===== config.mk =====
export PLATFORM = sky130hd
export DESIGN_NAME = misq_queue
export DESIGN_NICKNAME = d
export VERILOG_FILES = /design/src/rtl/masked_integral_image_sum_square_top_defines.svh /design/src/rtl/misq_pkg.sv /design/src/rtl/misq_queue.sv
export SDC_FILE = /design/constraint.sdc
export NUM_CORES = 1
export LEC_CHECK = 0
export ABC_AREA = 1
export BUFFER_PORTS_ARGS = -buffer_cell sky130_fd_sc_hd__clkbuf_2
export CAP_MARGIN = 10
export CORE_AREA = 2 2 159 161
export DETAILED_ROUTE_END_ITERATION = 10
export DIE_AREA = 0 0 161 163
export PLACE_DENSITY = 0.66
export SLEW_MARGIN = 20
export SYNTH_ARGS = -nofsm -noshare
export SYNTH_HDL_FRONTEND = slang
export SYNTH_SLANG_ARGS = --single-unit

===== constraint.sdc =====
create_clock -name clk -period 4.8 [get_ports clk]
set_clock_uncertainty 0.05 [all_clocks]
set_input_delay 0.48 -clock clk [delete_from_list [all_inputs] [get_ports clk]]
set_output_delay 0.48 -clock clk [all_outputs]
set_load 0.02 [all_outputs]

===== src/rtl/masked_integral_image_sum_square_top_defines.svh =====
// Assertion macros shared by the masked integral image block.
`ifndef MASKED_INTEGRAL_IMAGE_SUM_SQUARE_TOP_DEFINES_SVH
`define MASKED_INTEGRAL_IMAGE_SUM_SQUARE_TOP_DEFINES_SVH

// Same-cycle implication, checked on clk and disabled while rst_n is low.
`define MISQ_ASSERT_NOW(lbl, ante, cons, msg) \
  lbl: assert property (@(posedge clk) disable iff (!rst_n) (ante) |-> (cons)) \
    else $error(msg);

// Next-cycle implication, checked on clk and disabled while rst_n is low.
`define MISQ_ASSERT_NEXT(lbl, ante, cons, msg) \
  lbl: assert property (@(posedge clk) disable iff (!rst_n) (ante) |=> (cons)) \
    else $error(msg);

`endif


===== src/rtl/misq_pkg.sv =====
// Package with shared constants and types of the masked integral image block.
`default_nettype none
package misq_pkg;

  localparam int MAX_WIDTH   = 1024;
  localparam int COL_W       = $clog2(MAX_WIDTH);
  localparam int LEN_W       = COL_W + 1;
  localparam int PIX_W       = 8;
  localparam int PIX_SQ_W    = 2 * PIX_W;
  localparam int ROW_CNT_W   = 11;
  localparam int ROW_SUM_W   = 18;
  localparam int ROW_SQ_W    = 26;
  localparam int CNT_W       = 21;
  localparam int SUM_W       = 28;
  localparam int SQ_W        = 36;
  localparam int CFG_IDX_W   = 1;
  localparam int CFG_DATA_W  = 11;
  localparam int QUEUE_DEPTH = 4;
  localparam int QPTR_W      = $clog2(QUEUE_DEPTH);
  localparam int QCNT_W      = $clog2(QUEUE_DEPTH + 1);
  localparam int OUT_DEPTH   = 4;
  localparam int OPTR_W      = $clog2(OUT_DEPTH);
  localparam int OCNT_W      = $clog2(OUT_DEPTH + 1);

  localparam logic [CFG_IDX_W-1:0]  REG_ROW_LENGTH = 1'b0;
  localparam logic [CFG_IDX_W-1:0]  REG_USE_MASK   = 1'b1;
  localparam logic [CFG_DATA_W-1:0] ROW_LENGTH_RST = CFG_DATA_W'(MAX_WIDTH);

  typedef struct packed {
    logic [COL_W-1:0]     col;
    logic                 first_row;
    logic [ROW_CNT_W-1:0] row_cnt;
    logic [ROW_SUM_W-1:0] row_sum;
    logic [ROW_SQ_W-1:0]  row_sq;
  } misq_job_t;

  typedef struct packed {
    logic [CNT_W-1:0] valid_count;
    logic [SUM_W-1:0] pixel_sum;
    logic [SQ_W-1:0]  square_sum;
  } misq_res_t;

  localparam int RES_W = $bits(misq_res_t);

endpackage
`default_nettype wire


===== src/rtl/misq_queue.sv =====
// Short queue of classified pixel jobs between the front and back ends.
`default_nettype none
module misq_queue (
  input  wire logic          clk,
  input  wire logic          rst_n,
  input  wire logic          push,
  input  wire misq_pkg::misq_job_t push_job,
  output logic               full,
  input  wire logic          pop,
  output misq_pkg::misq_job_t pop_job,
  output logic               empty
);
  import misq_pkg::*;

  misq_job_t         mem_r [QUEUE_DEPTH];
  logic [QPTR_W-1:0] wr_ptr_r, wr_ptr_nxt;
  logic [QPTR_W-1:0] rd_ptr_r, rd_ptr_nxt;
  logic [QCNT_W-1:0] count_r, count_nxt;
  logic              do_push, do_pop;

  assign full    = count_r == QCNT_W'(QUEUE_DEPTH);
  assign empty   = count_r == '0;
  assign do_push = push && !full;
  assign do_pop  = pop && !empty;
  assign pop_job = mem_r[rd_ptr_r];

  always_comb begin
    wr_ptr_nxt = do_push ? wr_ptr_r + QPTR_W'(1) : wr_ptr_r;
    rd_ptr_nxt = do_pop ? rd_ptr_r + QPTR_W'(1) : rd_ptr_r;
    count_nxt  = count_r + QCNT_W'(do_push) - QCNT_W'(do_pop);
  end

  always_ff @(posedge clk) begin
    if (do_push) begin
      mem_r[wr_ptr_r] <= push_job;
    end
  end

  always_ff @(posedge clk) begin
    if (!rst_n) begin
      wr_ptr_r <= '0;
      rd_ptr_r <= '0;
      count_r  <= '0;
    end else begin
      wr_ptr_r <= wr_ptr_nxt;
      rd_ptr_r <= rd_ptr_nxt;
      count_r  <= count_nxt;
    end
  end

endmodule
`default_nettype wire


Word level (Yosys, flattened, before mapping)
Memories as Yosys holds them, arrays and structs flattened. A register that Yosys moved wholly into a read port is not among the register bits.
Cells that the tools add are included.
{"block": "word_totals", "register_bits": 7, "ramBits": 264, "in_bits": 70, "elab_cells": 18, "memories": 1}
{"block": "classes", "add_sub_neg": 4, "n_eq_ne": 1, "mux": 4, "n_reduce_logical": 5}
{"name": "mem_r", "words": 4, "width": 66, "rd": 1, "rd_ports_with_merged_regs": 1, "write_ports": 1, "line": "misq_queue.sv:15", "rtl": "misq_job_t mem_r [QUEUE_DEPTH];"}
{"op": "adder 2 x 1 -> 2 bit (second input constant)", "count": 2}
{"op": "two-way mux 2 bit", "count": 2}
{"op": "adder 3 x 1 -> 3 bit", "count": 1}
{"op": "equality test 3 bit (second input constant)", "count": 1}
{"op": "zero test 3 bit", "count": 1}
{"op": "subtractor 3 x 1 -> 3 bit", "count": 1}
{"op": "logical AND 1 bit", "count": 2}
{"op": "zero test 1 bit", "count": 2}
{"op": "two-way mux 1 bit", "count": 2}

Depth between registers and ports, before layout
{"block": "logic_depth", "ltp_word": 5, "mapped_depth": 11}

Worst setup path before layout
Ideal clock, no wire load.
{"block": "synth_timing", "kind": "reg2reg", "from": "reg count_r[1]", "to": "mem mem_r[0][0] (netlist bit) (enable)", "setup_time_ps": 490, "arrival_time_ps": 3414, "required_ps": 4260, "slack_ps": 846, "path_stages_with_launch": 5, "period_less_slack_ps": 3954, "path_cell_list": "dfxtp_1 nor2_1 nand2_1 nand2_1 nor2_1"}
{"block": "synth_between", "elab_chain_len": 5}
{"item": "start: declaration", "line": "misq_queue.sv:18", "rtl": "logic [QCNT_W-1:0] count_r, count_nxt;"}
{"item": "start signal: assignment", "line": "misq_queue.sv:47", "rtl": "count_r <= count_nxt;"}
{"item": "equality test 3 bit", "line": "misq_queue.sv:21", "rtl": "assign full = count_r == QCNT_W'(QUEUE_DEPTH);"}
{"item": "zero test 1 bit", "line": "misq_queue.sv:23", "rtl": "assign do_push = push && !full;"}
{"item": "logical AND 1 bit", "line": "misq_queue.sv:23"}
{"item": "two-way mux 1 bit", "line": "misq_queue.sv:34", "rtl": "if (do_push) begin"}
{"item": "two-way mux 1 bit (not written as such)", "line": "misq_queue.sv:35", "rtl": "mem_r[wr_ptr_r] <= push_job;"}
{"item": "end: declaration", "line": "misq_queue.sv:15"}
Every way passes these cells.

==> impl_metrics.json <==
{
  "status": "completed",
  "timing.final.crit_share": 0.6988,
  "via_count_of_the_first_global_routing_pass": 6115,
  "worstPathArrival_ns": 2.82,
  "fp.coreArea_um2": 24670,
  "netlist.area_leader.share": 0.7298,
  "synth_sequential_area_ratio": 0.7464,
  "diodes": 0,
  "async_reset_ff_frac": 0,
  "path_buf_inv": 3,
  "met3_length_mm": 1.338,
  "fillerInstances": 2062,
  "grt_pass1_wl_mm": 32.97,
  "critPathMaxFanout": 87,
  "highest_layer": "met5",
  "synth_simple_gate_area_frac": 0.08546,
  "synth_largest_area_cell": "sky130_fd_sc_hd__edfxtp_1",
  "grtUsageTotal": 0.1605,
  "syn2layout_area_growth_pct": 16.78,
  "compound_cell_area_share_of_the_yosys_netlist": 0.1255,
  "cpMaxStageDelayCell": "sky130_fd_sc_hd__inv_6",
  "overall_die_area_um2": 26240,
  "synth_ff_type": "sky130_fd_sc_hd__edfxtp_1",
  "synth.avg_cell_area_um2": 15.39,
  "gpl.final_weighted_congestion": 0.7646,
  "die_height_um": 163,
  "switchingPower_mw": 2.163,
  "synth_nets": 783,
  "cts_tree": "done",
  "clk_root_buffer_cell": "sky130_fd_sc_hd__clkbuf_16",
  "syn_inst": 706,
  "vdd_ir_drop_max_v": 0.0002796,
  "yosysWarningCount": 0,
  "initialDrtViolationCount": 434,
  "largest_family_of_logic_cells_by_synthesized_area": "compound AO/OA/AOI/OAI gates",
  "cts_max_path_buffers": 3,
  "tritoncts.num_buffers": 28,
  "internal_power_mw": 4.645,
  "p_seq_frac": 0.440,
  "post_drt_via_cell_ratio": 5.140,
  "power_density_nw_per_um2": 536.6,
  "worst_setup_path_start_kind": "register",
  "die_w_um": 161,
  "yosys-mux-area-fraction": 0,
  "dp_slack_ns": 1.921,
  "finish.net_count": 920,
  "fp-row-count": 58,
  "boundaryPins": 138,
  "critPathKind": "register to output pin",
  "buffer_ports.inserted": 137,
  "synth_xor_xnor_area_share": 0,
  "synth-edff-count": 264,
  "synth_fa_ha_area_frac": 0.008754,
  "grt_start_max_net_pins": 93,
  "postRouteAntennaNets": 0,
  "drtPass1Iterations": 5,
  "timing.fmax_ghz": 0.2981,
  "clk_transition_reported_paths_ns": 0.06,
  "synth.ff_latch_count": 273,
  "static-leakage-power_nw": 4.393,
  "htree_num_levels": 1,
  "crit_path_end_kind": "output pin",
  "clock_power_share": 0.300,
  "fraction_of_layout_cells_with_a_size_suffix_above_1": 0.3283,
  "cts_sinks": 273,
  "grt_antenna_before_repair": 1,
  "drc_errors": 0,
  "setup_viol_count_final": 0,
  "cap_violations": 0,
  "cts.repair_timing.setup_buffer_count": 0,
  "critical_path.top_delay_family": "buffers and inverters",
  "power_switching_share": 0.3177,
  "cts-resized-gates": 0,
  "start_util": 0.4403,
  "netlist_top_cells_count": "264 x sky130_fd_sc_hd__edfxtp_1, 118 x sky130_fd_sc_hd__o21ai_0, 98 x sky130_fd_sc_hd__nor2_1, 40 x sky130_fd_sc_hd__nor2_4, 40 x sky130_fd_sc_hd__o22ai_2",
  "critical_path_required_ns": 4.27,
  "postCtsHoldBufs": 0,
  "timing_worst_slew_pin_value_ns": 1.033,
  "slew_headroom": 0.3113,
  "number_of_vias_after_detailed_routing": 6142,
  "min_period_ns": 3.354,
  "report.final.slew_viol_count": 0,
  "setup_repair_after_global_routing_missed_its_margin": "no",
  "timing.reg2reg.setup_slack_ns": 2.30,
  "critical_path.cell_chain": "inv_6 > buf_4 > o21ai_0 > o22ai_1 > clkbuf_2",
  "power.share.combinational": 0.260,
  "routedLengthMet1_mm": 9.719,
  "fin_setup_tns_ns": 0,
  "clk-insertion-delay-late_ns": 0.52,
  "synth_top_cells_by_area": "sky130_fd_sc_hd__edfxtp_1 73%, sky130_fd_sc_hd__o21ai_0 5.4%, sky130_fd_sc_hd__o22ai_2 4.6%, sky130_fd_sc_hd__nor2_4 4.1%, sky130_fd_sc_hd__nor2_1 3.4%",
  "timing.final.hold_violations": 0,
  "library_cell_with_the_highest_instance_count_after_synthesis": "sky130_fd_sc_hd__edfxtp_1",
  "synth_area_um2": 10860,
  "finalWirelength_mm": 21.41,
  "timing.critical_path.slowest_cell_delay_ns": 0.76,
  "routed_wire_length_per_instance_um": 17.91,
  "post-dp-hpwl_mm": 12.64,
  "global_route.overflow_total": 0,
  "wl_met2_mm": 10.01,
  "final.setup.worst_slack_ns": 1.446,
  "synth.distinct_cells": 23,
  "min-delay-path-class": "primary input to register"
}
## power by group through the flow
stage	clock network, mW	registers (mW)	logic [mW]
global placement	0	3.04	1.77
global route	2.18	3.02	1.94
floorplan	0	3.03	1.30
detailed placement	0	3.05	1.80
finish	2.04	3.00	1.77
CTS	2.09	3.00	1.80
## state kept, by name, summed over array words and instances, names as in the netlist, named ones only
register / count
mem_r: 264
count_r: 3
rd_ptr_r: 2
wr_ptr_r: 2
## worst reg2reg max path, cell delays in order (launching register included)
cell,delay [ns]
sky130_fd_sc_hd__dfxtp_1,0.35
sky130_fd_sc_hd__nor2_1,0.07
sky130_fd_sc_hd__nand2_1,0.16
sky130_fd_sc_hd__nand2_1,0.29
sky130_fd_sc_hd__nor2_4,0.77
sky130_fd_sc_hd__buf_4,0.46
## area by class of cell
type                            count  area [µm²]  share of cell area
Tap cell                          330       412.9             0.03255
Clock buffer                       39       763.2             0.06016
Clock inverter                     13       115.1            0.009074
Multi-Input combinational cell    372        2417              0.1906
Inverter                           19       76.32            0.006016
Sequential cell                   273        8113              0.6395
Timing Repair Buffer              149       788.3             0.06214
## layer usage
layer | global-route usage | vias to the layer above
li1 | - | 2913
met1 | 0.2236 | 3037
met2 | 0.2610 | 158
met3 | 0.03565 | 32
met4 | 0.03571 | 2
met5 | 0 | -
## worst paths after layout
check                             startpoint  cells after the start            to
worst max register to register    count_r[1]                      5   mem_r[3][6]
worst min-delay path            push_job[16]                      1  mem_r[0][16]
worst max-delay path                register                      5   pop_job[65]
worst min register to register   rd_ptr_r[0]                      2   rd_ptr_r[0]
## cell families (layout without fill, tap and decap cells)
kind of cell    after synthesis  count (layout)
simple gates                162             162
compound gates              203             203
fa+ha+maj                     7               7
flops                       273             273
buf+inv                      61             220
## through the flow
step           hold slack (ns)  total power, mW    util  instances  area, µm²
2_1_floorplan           0.3981            4.334       -        706      10860
3_3_place_gp            0.4140            4.813  0.4786       1143      11810
3_5_place_dp            0.4340            4.844  0.4786       1143      11810
4_1_cts                 0.1029            6.888  0.5141       1195      12690
5_1_grt                 0.1009            7.137  0.5141       1195      12690
6_report                0.1218            6.808  0.5141       1195      12690
## placed cells by master, fill, tap and decap left out, drive strengths merged
cell / Yosys / final
dfxtp: 9 / 9
nand2: 14 / 14
bufinv: 0 / 2
clkinvlp: 0 / 1
buf: 20 / 12
edfxtp: 264 / 264
o21ai: 132 / 132
o22ai: 66 / 66
inv: 19 / 20
clkbuf: 22 / 176
fa: 1 / 1
nor2: 144 / 144
nand3: 4 / 4
clkinv: 0 / 9
a21oi: 5 / 5
ha: 6 / 6
No activity file was read; power rests on OpenSTA's default activity.
