--- config.mk ---
export PLATFORM = sky130hd
export DESIGN_NAME = misq_front
export DESIGN_NICKNAME = d
export VERILOG_FILES = /design/src/rtl/masked_integral_image_sum_square_top_defines.svh /design/src/rtl/misq_pkg.sv /design/src/rtl/misq_front.sv
export SDC_FILE = /design/constraint.sdc
export NUM_CORES = 1
export LEC_CHECK = 0
export BUFFER_PORTS_ARGS = -buffer_cell sky130_fd_sc_hd__buf_2
export CAP_MARGIN = 10
export CORE_MARGIN = 5
export CORE_UTILIZATION = 27
export CTS_CLUSTER_DIAMETER = 200
export DETAILED_ROUTE_END_ITERATION = 6
export PLACE_DENSITY = 0.5
export SLEW_MARGIN = 25
export SYNTH_ARGS = -nofsm -noshare
export SYNTH_HDL_FRONTEND = slang
export SYNTH_SLANG_ARGS = --single-unit
--- constraint.sdc ---
create_clock -name clk -period 6.87 [get_ports clk]
set_input_delay 1.374 -clock clk [delete_from_list [all_inputs] [get_ports clk]]
set_output_delay 1.374 -clock clk [all_outputs]
set_load 0.05 [all_outputs]
--- src/rtl/masked_integral_image_sum_square_top_defines.svh ---
// Assertion macros shared by the masked integral image block.
`ifndef MASKED_INTEGRAL_IMAGE_SUM_SQUARE_TOP_DEFINES_SVH
`define MASKED_INTEGRAL_IMAGE_SUM_SQUARE_TOP_DEFINES_SVH

// Same-cycle implication, checked on clk and disabled while rst_n is low.
`define MISQ_ASSERT_NOW(lbl, ante, cons, msg) \
  lbl: assert property (@(posedge clk) disable iff (!rst_n) (ante) |-> (cons)) \
    else $error(msg);

// Next-cycle implication, checked on clk and disabled while rst_n is low.
`define MISQ_ASSERT_NEXT(lbl, ante, cons, msg) \
  lbl: assert property (@(posedge clk) disable iff (!rst_n) (ante) |=> (cons)) \
    else $error(msg);

`endif

--- src/rtl/misq_pkg.sv ---
// Package with shared constants and types of the masked integral image block.
`default_nettype none
package misq_pkg;

  localparam int MAX_WIDTH   = 1024;
  localparam int COL_W       = $clog2(MAX_WIDTH);
  localparam int LEN_W       = COL_W + 1;
  localparam int PIX_W       = 8;
  localparam int PIX_SQ_W    = 2 * PIX_W;
  localparam int ROW_CNT_W   = 11;
  localparam int ROW_SUM_W   = 18;
  localparam int ROW_SQ_W    = 26;
  localparam int CNT_W       = 21;
  localparam int SUM_W       = 28;
  localparam int SQ_W        = 36;
  localparam int CFG_IDX_W   = 1;
  localparam int CFG_DATA_W  = 11;
  localparam int QUEUE_DEPTH = 4;
  localparam int QPTR_W      = $clog2(QUEUE_DEPTH);
  localparam int QCNT_W      = $clog2(QUEUE_DEPTH + 1);
  localparam int OUT_DEPTH   = 4;
  localparam int OPTR_W      = $clog2(OUT_DEPTH);
  localparam int OCNT_W      = $clog2(OUT_DEPTH + 1);

  localparam logic [CFG_IDX_W-1:0]  REG_ROW_LENGTH = 1'b0;
  localparam logic [CFG_IDX_W-1:0]  REG_USE_MASK   = 1'b1;
  localparam logic [CFG_DATA_W-1:0] ROW_LENGTH_RST = CFG_DATA_W'(MAX_WIDTH);

  typedef struct packed {
    logic [COL_W-1:0]     col;
    logic                 first_row;
    logic [ROW_CNT_W-1:0] row_cnt;
    logic [ROW_SUM_W-1:0] row_sum;
    logic [ROW_SQ_W-1:0]  row_sq;
  } misq_job_t;

  typedef struct packed {
    logic [CNT_W-1:0] valid_count;
    logic [SUM_W-1:0] pixel_sum;
    logic [SQ_W-1:0]  square_sum;
  } misq_res_t;

  localparam int RES_W = $bits(misq_res_t);

endpackage
`default_nettype wire

--- src/rtl/misq_front.sv ---
// Front end: configuration registers, column tracking and running row sums.
`default_nettype none
module misq_front (
  input  wire logic                            clk,
  input  wire logic                            rst_n,
  input  wire logic                            cfg_valid,
  output logic                                 cfg_ready,
  input  wire logic [misq_pkg::CFG_IDX_W-1:0]  cfg_index,
  input  wire logic [misq_pkg::CFG_DATA_W-1:0] cfg_data,
  input  wire logic                            in_push,
  input  wire logic [misq_pkg::PIX_W-1:0]      in_pixel,
  input  wire logic                            in_valid_mask,
  input  wire logic                            in_start_of_frame,
  input  wire logic                            q_full,
  output logic                                 q_push,
  output misq_pkg::misq_job_t                  q_job
);
  import misq_pkg::*;

  logic [CFG_DATA_W-1:0] row_length_r;
  logic                  use_mask_r;
  logic [COL_W-1:0]      col_r, col_nxt;
  logic                  first_r, first_nxt;
  logic [ROW_CNT_W-1:0]  cnt_r, cnt_nxt;
  logic [ROW_SUM_W-1:0]  sum_r, sum_nxt;
  logic [ROW_SQ_W-1:0]   sq_r, sq_nxt;

  logic [COL_W-1:0]      col_cur;
  logic                  first_cur;
  logic [ROW_CNT_W-1:0]  cnt_cur;
  logic [ROW_SUM_W-1:0]  sum_cur;
  logic [ROW_SQ_W-1:0]   sq_cur;
  logic                  counted;
  logic [PIX_SQ_W-1:0]   pix_sq;
  logic [LEN_W-1:0]      len_eff;
  logic [LEN_W-1:0]      col_inc;
  logic                  row_end;

  assign cfg_ready = 1'b1;
  assign q_push    = in_push && !q_full;

  always_comb begin
    if (in_start_of_frame) begin
      col_cur   = '0;
      first_cur = 1'b1;
      cnt_cur   = '0;
      sum_cur   = '0;
      sq_cur    = '0;
    end else begin
      col_cur   = col_r;
      first_cur = first_r;
      cnt_cur   = cnt_r;
      sum_cur   = sum_r;
      sq_cur    = sq_r;
    end
    counted = !use_mask_r || in_valid_mask;
    pix_sq  = PIX_SQ_W'(in_pixel) * PIX_SQ_W'(in_pixel);

    q_job.col       = col_cur;
    q_job.first_row = first_cur;
    q_job.row_cnt   = counted ? cnt_cur + ROW_CNT_W'(1) : cnt_cur;
    q_job.row_sum   = counted ? sum_cur + ROW_SUM_W'(in_pixel) : sum_cur;
    q_job.row_sq    = counted ? sq_cur + ROW_SQ_W'(pix_sq) : sq_cur;

    if (row_length_r == '0) begin
      len_eff = LEN_W'(1);
    end else if (row_length_r > CFG_DATA_W'(MAX_WIDTH)) begin
      len_eff = LEN_W'(MAX_WIDTH);
    end else begin
      len_eff = LEN_W'(row_length_r);
    end
    col_inc = LEN_W'(col_cur) + LEN_W'(1);
    row_end = col_inc >= len_eff;

    col_nxt   = col_r;
    first_nxt = first_r;
    cnt_nxt   = cnt_r;
    sum_nxt   = sum_r;
    sq_nxt    = sq_r;
    if (q_push) begin
      col_nxt   = row_end ? '0 : col_inc[COL_W-1:0];
      first_nxt = row_end ? 1'b0 : first_cur;
      cnt_nxt   = row_end ? '0 : q_job.row_cnt;
      sum_nxt   = row_end ? '0 : q_job.row_sum;
      sq_nxt    = row_end ? '0 : q_job.row_sq;
    end
  end

  always_ff @(posedge clk) begin
    if (!rst_n) begin
      row_length_r <= ROW_LENGTH_RST;
      use_mask_r   <= 1'b1;
      col_r        <= '0;
      first_r      <= 1'b1;
      cnt_r        <= '0;
      sum_r        <= '0;
      sq_r         <= '0;
    end else begin
      if (cfg_valid && cfg_ready) begin
        unique case (cfg_index)
          REG_ROW_LENGTH: begin
            row_length_r <= cfg_data;
          end
          REG_USE_MASK: begin
            use_mask_r <= cfg_data[0];
          end
        endcase
      end
      col_r   <= col_nxt;
      first_r <= first_nxt;
      cnt_r   <= cnt_nxt;
      sum_r   <= sum_nxt;
      sq_r    <= sq_nxt;
    end
  end

endmodule
`default_nettype wire

== Word level (Yosys, flattened, before mapping) ==
Index checks and enable logic that the tools add are counted.

* Latch bits: 0
* Logic and storage cells: 37
* Memory bits (read-only): 0
* Bits of input ports: 27
* Memories kept: 0
* Output and inout port bits: 68
* Memory bits (writable): 0
* Register bits: 78

* Multipliers: 1
* Shifts and indexed selects: 0
* Mux-type cells: 15
* Add/subtract/negate cells: 4
* Divide/modulo/power cells: 0
* $lt $le $gt $ge: 2
* Eq/ne operators: 0
* Bitwise operators: 1
* Reduce and logical (&&, ||, !) cells: 7

{| class="wikitable"
|+ Operators by type and width
! cell !! count
|-
| two-way mux 26 bit || 3
|-
| two-way mux 11 bit || 5
|-
| two-way mux 18 bit || 3
|-
| adder 26 x 16 -> 26 bit || 1
|-
| two-way mux 10 bit || 2
|-
| adder 18 x 8 -> 18 bit || 1
|-
| multiplier 8 x 8 -> 16 bit || 1
|-
| adder 10 x 1 -> 11 bit (second input constant) || 1
|-
| adder 11 x 1 -> 11 bit (second input constant) || 1
|-
| >= comparator 11 bit || 1
|-
| > comparator 11 bit (second input constant) || 1
|-
| logical NOT 11 bit || 1
|-
| AND reduction 2 bit || 2
|-
| logical NOT 1 bit || 2
|-
| two-way mux 1 bit || 2
|-
| logical AND 1 bit || 1
|-
| logical OR 1 bit || 1
|-
| NOT 1 bit || 1
|}

== Depth between registers and ports, before layout ==
* Depth after elaboration: 5
* Mapped depth: 19
* Depth with buffers taken out: 17

== Worst setup path before layout ==
Ideal clock, no wire load.

* Path type: input -> output
* Start point: in in_start_of_frame
* End point: out q_job[12] (netlist name)
* Path slack: -1.031 ns
* Buffers on the path: 3
* Cell stages on the path: 17
* Data arrival time: 6.527 ns
* Required time: 5.496 ns
* Cells stage by stage: clkbuf_1 clkbuf_1 nor2b_1 fa_1 fa_1 fa_1 inv_1 fa_1 inv_1 ha_1 clkbuf_1 nand3_1 o211ai_1 a21boi_0 o211ai_1 nand2_1 o21ai_0

{| class="wikitable"
|+ RTL lines
! item !! line !! text
|-
| from (decl) || misq_front.sv:13 || <nowiki>input wire logic in_start_of_frame,</nowiki>
|-
| to (decl) || misq_front.sv:16 || <nowiki>output misq_pkg::misq_job_t q_job</nowiki>
|}

==> metrics.txt <==
# TYPE chip_impl_metric gauge
chip_impl_info{name="status",value="complete, no violations"} 1
chip_impl_info{name="hold_path_class",value="flip-flop to flip-flop"} 1
chip_impl_metric{name="core_region_area",unit="mm²"} 0.02665
chip_impl_metric{name="clock_tree.htree_level_count",unit=""} 3
chip_impl_info{name="worstSetupStartpoint",value="in_pixel[4]"} 1
chip_impl_info{name="worst_hold_startpoint",value="sum_r[4]"} 1
chip_impl_metric{name="maximum_capacitance_violations",unit=""} 0
chip_impl_metric{name="initial_core_util",unit="%"} 27.15
chip_impl_metric{name="antenna_cells_inserted",unit=""} 0
chip_impl_metric{name="power.ir.vdd_worst",unit="mV"} 0.1424
chip_impl_info{name="cts_tree",value="yes"} 1
chip_impl_metric{name="quantity_of_hold_fixing_buffers_added_after_cts",unit=""} 0
chip_impl_metric{name="timing.slew.headroom",unit="%"} 39.30
chip_impl_metric{name="grt_pass1_vias",unit=""} 6666
chip_impl_metric{name="globalplace.congestion",unit=""} 0.8607
chip_impl_metric{name="drt_drc_violations_left",unit=""} 0
chip_impl_metric{name="initialDrtViolationCount",unit=""} 326
chip_impl_info{name="critPathCaptureType",value="primary output"} 1
chip_impl_info{name="critical_path_class",value="input pin to primary output"} 1
chip_impl_metric{name="filler_cell_count",unit=""} 2757
chip_impl_metric{name="post_route_cells_drive_above_1_share",unit="%"} 31.36
chip_impl_metric{name="final-setup-viol-count",unit=""} 0
chip_impl_metric{name="critPathArrivalTime",unit="ns"} 5.39
chip_impl_info{name="timing.critical_path.cells",value="buf_12 > buf_4 > and2_1 > inv_1 > fa_1 > xnor2_2 > xnor2_2 > fa_1 > inv_1 > fa_1 > inv_2 > ha_4 > nand2_2 > o211ai_1 > a221oi_2 > buf_4 > buf_12 > buf_6 > a21oi_4 > xnor2_4 > buf_6"} 1
chip_impl_info{name="critical-path-top-cell-by-count",value="fa_1"} 1
chip_impl_info{name="postSynth.topFlopCell",value="dfxtp_1"} 1
chip_impl_metric{name="hold-path-cell-count",unit=""} 2
chip_impl_metric{name="dr_total_vias",unit=""} 6787
chip_impl_metric{name="cts.clk_slew.worst_paths",unit="ns"} 0.06
chip_impl_metric{name="worst-endpoint-required",unit="ns"} 5.50
chip_impl_metric{name="routedWlPerCell",unit="µm"} 15.66
chip_impl_metric{name="io_pins",unit=""} 95
chip_impl_info{name="clock-root-buffer",value="clkbuf_16"} 1
chip_impl_metric{name="max_slew.worst_pin.slew",unit="ns"} 0.9071
chip_impl_metric{name="global_route.usage.total",unit="%"} 14.46
chip_impl_metric{name="synth_cell_types",unit=""} 72
chip_impl_metric{name="postSynthCellCount",unit=""} 901
chip_impl_metric{name="syn_nets",unit=""} 1030
chip_impl_metric{name="final_antenna_net_count",unit=""} 0
chip_impl_metric{name="floorplan.die.width",unit="µm"} 173.7
chip_impl_metric{name="timing.clock.skew",unit="ns"} 0.009430
chip_impl_metric{name="placement.io_buffers",unit=""} 93
chip_impl_metric{name="ys_async_sr_fraction",unit="%"} 0
chip_impl_metric{name="insertion_delay",unit="ns"} 0.35
chip_impl_metric{name="timing.final.crit_period",unit="ns"} 6.766
chip_impl_metric{name="grt.overflow.total",unit=""} 0
chip_impl_info{name="rsz0062_at_grt",value="yes"} 1
chip_impl_metric{name="syn2layout_area_growth",unit="%"} 36.17
chip_impl_metric{name="power_density_relative_to_cell_area",unit="mW/mm²"} 266.8
chip_impl_metric{name="yosysSeqAreaShare",unit="%"} 21.58
chip_impl_metric{name="cts.sinks",unit=""} 78
chip_impl_metric{name="syn-mean-instance-area",unit="µm²"} 8.031
chip_impl_metric{name="critical-path-max-stage-delay",unit="ns"} 0.56
chip_impl_metric{name="layout.nets",unit=""} 1186
chip_impl_metric{name="vias_per_cell",unit=""} 4.837
chip_impl_info{name="timing.critical_path.from_type",value="input pin"} 1
chip_impl_metric{name="place.detailed.hpwl",unit="mm"} 16.87
chip_impl_metric{name="slew_viol_final",unit=""} 0
chip_impl_metric{name="post_dp_cell_area",unit="mm²"} 0.008811
chip_impl_metric{name="synth_enable_flop_cells",unit=""} 0
chip_impl_info{name="r2r-start",value="sq_r[4]"} 1
chip_impl_metric{name="drt_pass_1_iters",unit=""} 5
chip_impl_metric{name="worstPathMaxFanout",unit=""} 7
chip_impl_metric{name="number_of_antenna_violations_at_the_first_check_in_global_routing",unit=""} 0
chip_impl_metric{name="aggregate_routed_wire_length",unit="mm"} 21.97
chip_impl_metric{name="floorplan.rows",unit=""} 60
chip_impl_metric{name="cts_buffer_depth",unit=""} 2
chip_impl_metric{name="dieHeight",unit="µm"} 173.7
chip_impl_metric{name="power.static_leakage",unit="nW"} 4.417
chip_impl_metric{name="synth_warnings",unit=""} 0
chip_impl_metric{name="final_cell_area",unit="mm²"} 0.009853
chip_impl_metric{name="synth.ff_latch_count",unit=""} 78
chip_impl_metric{name="grt_start_max_net_pins",unit=""} 54
chip_impl_metric{name="period_share",unit="%"} 98.49
chip_impl_metric{name="maxClockFrequency",unit="GHz"} 0.1478
chip_impl_info{name="cpMaxStageDelayCell",value="fa_1"} 1
chip_impl_metric{name="r2r_cells",unit=""} 18
chip_impl_metric{name="grt_first_pass_wirelength",unit="mm"} 35.76
chip_impl_metric{name="layout.core_utilization",unit="%"} 36.97
chip_impl_metric{name="floorplan.die_area",unit="mm²"} 0.03017
chip_impl_metric{name="timing.final.hold_violations",unit=""} 0
chip_impl_metric{name="syn_area",unit="mm²"} 0.007236
chip_impl_metric{name="numCtsBuffers",unit=""} 9
==> where the power goes <==
| group | leakage [nW] | internal, mW | switching, mW | total (mW) |
|---|---|---|---|---|
| Sequential | 0.632 | 0.471 | 0.0108 | 0.482 |
| Clock | 0.134 | 0.250 | 0.224 | 0.474 |
| Combinational | 3.65 | 0.723 | 0.950 | 1.67 |
==> cells by family after synthesis <==
kind of cell / after synthesis / share of synthesized area (%)
buffers and inverters: 130 / 7.090
adders and majority gates: 102 / 21.58
other: 1 / 0.05183
AOI/OAI and AO/OA: 207 / 19.78
DFF: 78 / 21.58
xor gates and xnor gates: 53 / 6.415
and+or+nand+nor: 319 / 21.81
muxes: 11 / 1.695
==> layout by cell type, fill, tap and decap left out, types with 17 or more instances in the layout <==
cell / count
nand2_1: 96
nor2_1: 60
dfxtp_1: 78
inv_1: 65
nor2b_1: 41
fa_1: 34
ha_1: 55
buf_2: 67
o21ai_0: 23
buf_4: 91
inv_2: 17
a21oi_1: 37
a22oi_1: 32
nand3_1: 19
xnor2_1: 26
buf_6: 22
==> final timing paths <==
check,endpoint,slack [ns]
worst max register to register,sq_r[25],2.38
worst min register to register,sum_r[4],0.46
worst min-delay path,sum_r[4],0.46
worst max-delay path,q_job[22],0.10
==> cell type report <==
type                       instances  area [µm²]  share of cell area (%)
multi-input combinational        693        5834                   59.21
sequential                        78        1562                   15.85
timing repair buffer             191        1429                   14.50
tap                              341       426.7                   4.330
inverter                          84       319.1                   3.238
clock buffer                       9       225.2                   2.286
clock inverter                     7       57.56                  0.5841
==> routing by layer <==
metal	wire (µm)	part of all wire (%)	GRT usage, %	up-vias
li1	-	-	-	3417
met1	10910	50	21.10	3256
met2	10150	46	22.72	99
met3	606	2.8	1.941	15
met4	304	1.4	3.365	0
met5	0	0	0	-
==> worst max-delay path: cells and delay by family <==
family,cells,cell delay (ns)
buffers and inverters,9,1.04
AND/OR/NAND/NOR,2,0.25
adder cells (fa/ha/maj),4,1.75
AO/OA/AOI/OAI,3,0.52
XOR/XNOR,3,0.45
==> cells in the mapped netlist, types with 3 or more instances <==
library cell | number | area share, %
nand2_1 | 109 | 5.7
inv_1 | 83 | 4.3
dfxtp_1 | 78 | 22
ha_1 | 64 | 11
nor2_1 | 63 | 3.3
a21oi_1 | 50 | 3.5
nor2b_1 | 45 | 3.9
fa_1 | 38 | 11
xnor2_1 | 35 | 4.2
a22oi_1 | 33 | 3.4
clkbuf_1 | 31 | 1.6
o21ai_0 | 29 | 2.0
nand3_1 | 22 | 1.5
xor2_1 | 18 | 2.2
a21o_1 | 14 | 1.5
and2_1 | 14 | 1.2
nand4_1 | 11 | 0.95
mux2_2 | 10 | 1.6
and3_1 | 9 | 0.78
o211ai_1 | 9 | 0.93
a22o_1 | 8 | 0.97
buf_2 | 8 | 0.55
a31oi_1 | 7 | 0.61
or3_1 | 7 | 0.61
nand2b_1 | 6 | 0.52
nor3_1 | 6 | 0.42
nor3b_1 | 6 | 0.62
o2bb2ai_1 | 6 | 0.73
a32o_1 | 5 | 0.69
a211o_1 | 4 | 0.48
buf_1 | 4 | 0.21
nor4_1 | 4 | 0.35
o31ai_1 | 4 | 0.42
or2_2 | 4 | 0.35
a211oi_1 | 3 | 0.31
a21boi_0 | 3 | 0.31
a221oi_1 | 3 | 0.36
o211a_1 | 3 | 0.42
o21ai_1 | 3 | 0.21
o21bai_1 | 3 | 0.31
==> registers in the layout, indices dropped and copies added, names as in the netlist <==
register      flops
sq_r             26
sum_r            18
cnt_r            11
row_length_r     11
col_r            10
first_r           1
use_mask_r        1
==> metrics by stage <==
stage                     hold WS (ns)  TNS (ns)  worst slack, ns  std cells  power (mW)
after global routing            0.4773   -0.2744         -0.07365       1403       2.819
after detailed placement        0.4437    -4.225          -0.3069       1373       1.900
after CTS                       0.4551         0         0.004845       1396       2.526
after global placement          0.4390    -3.625          -0.2550       1373       1.898
after floorplan                 0.4247   -0.1187         -0.07147        901       1.416
final                           0.4559         0           0.1036       1403       2.629
==> what timing repair did <==
item,in CTS,in global routing
buffers inserted,7,7
pin swaps,28,60
setup endpoints to repair,18,18
gates resized for setup,71,91
No activity file was read; power rests on OpenSTA's default activity.
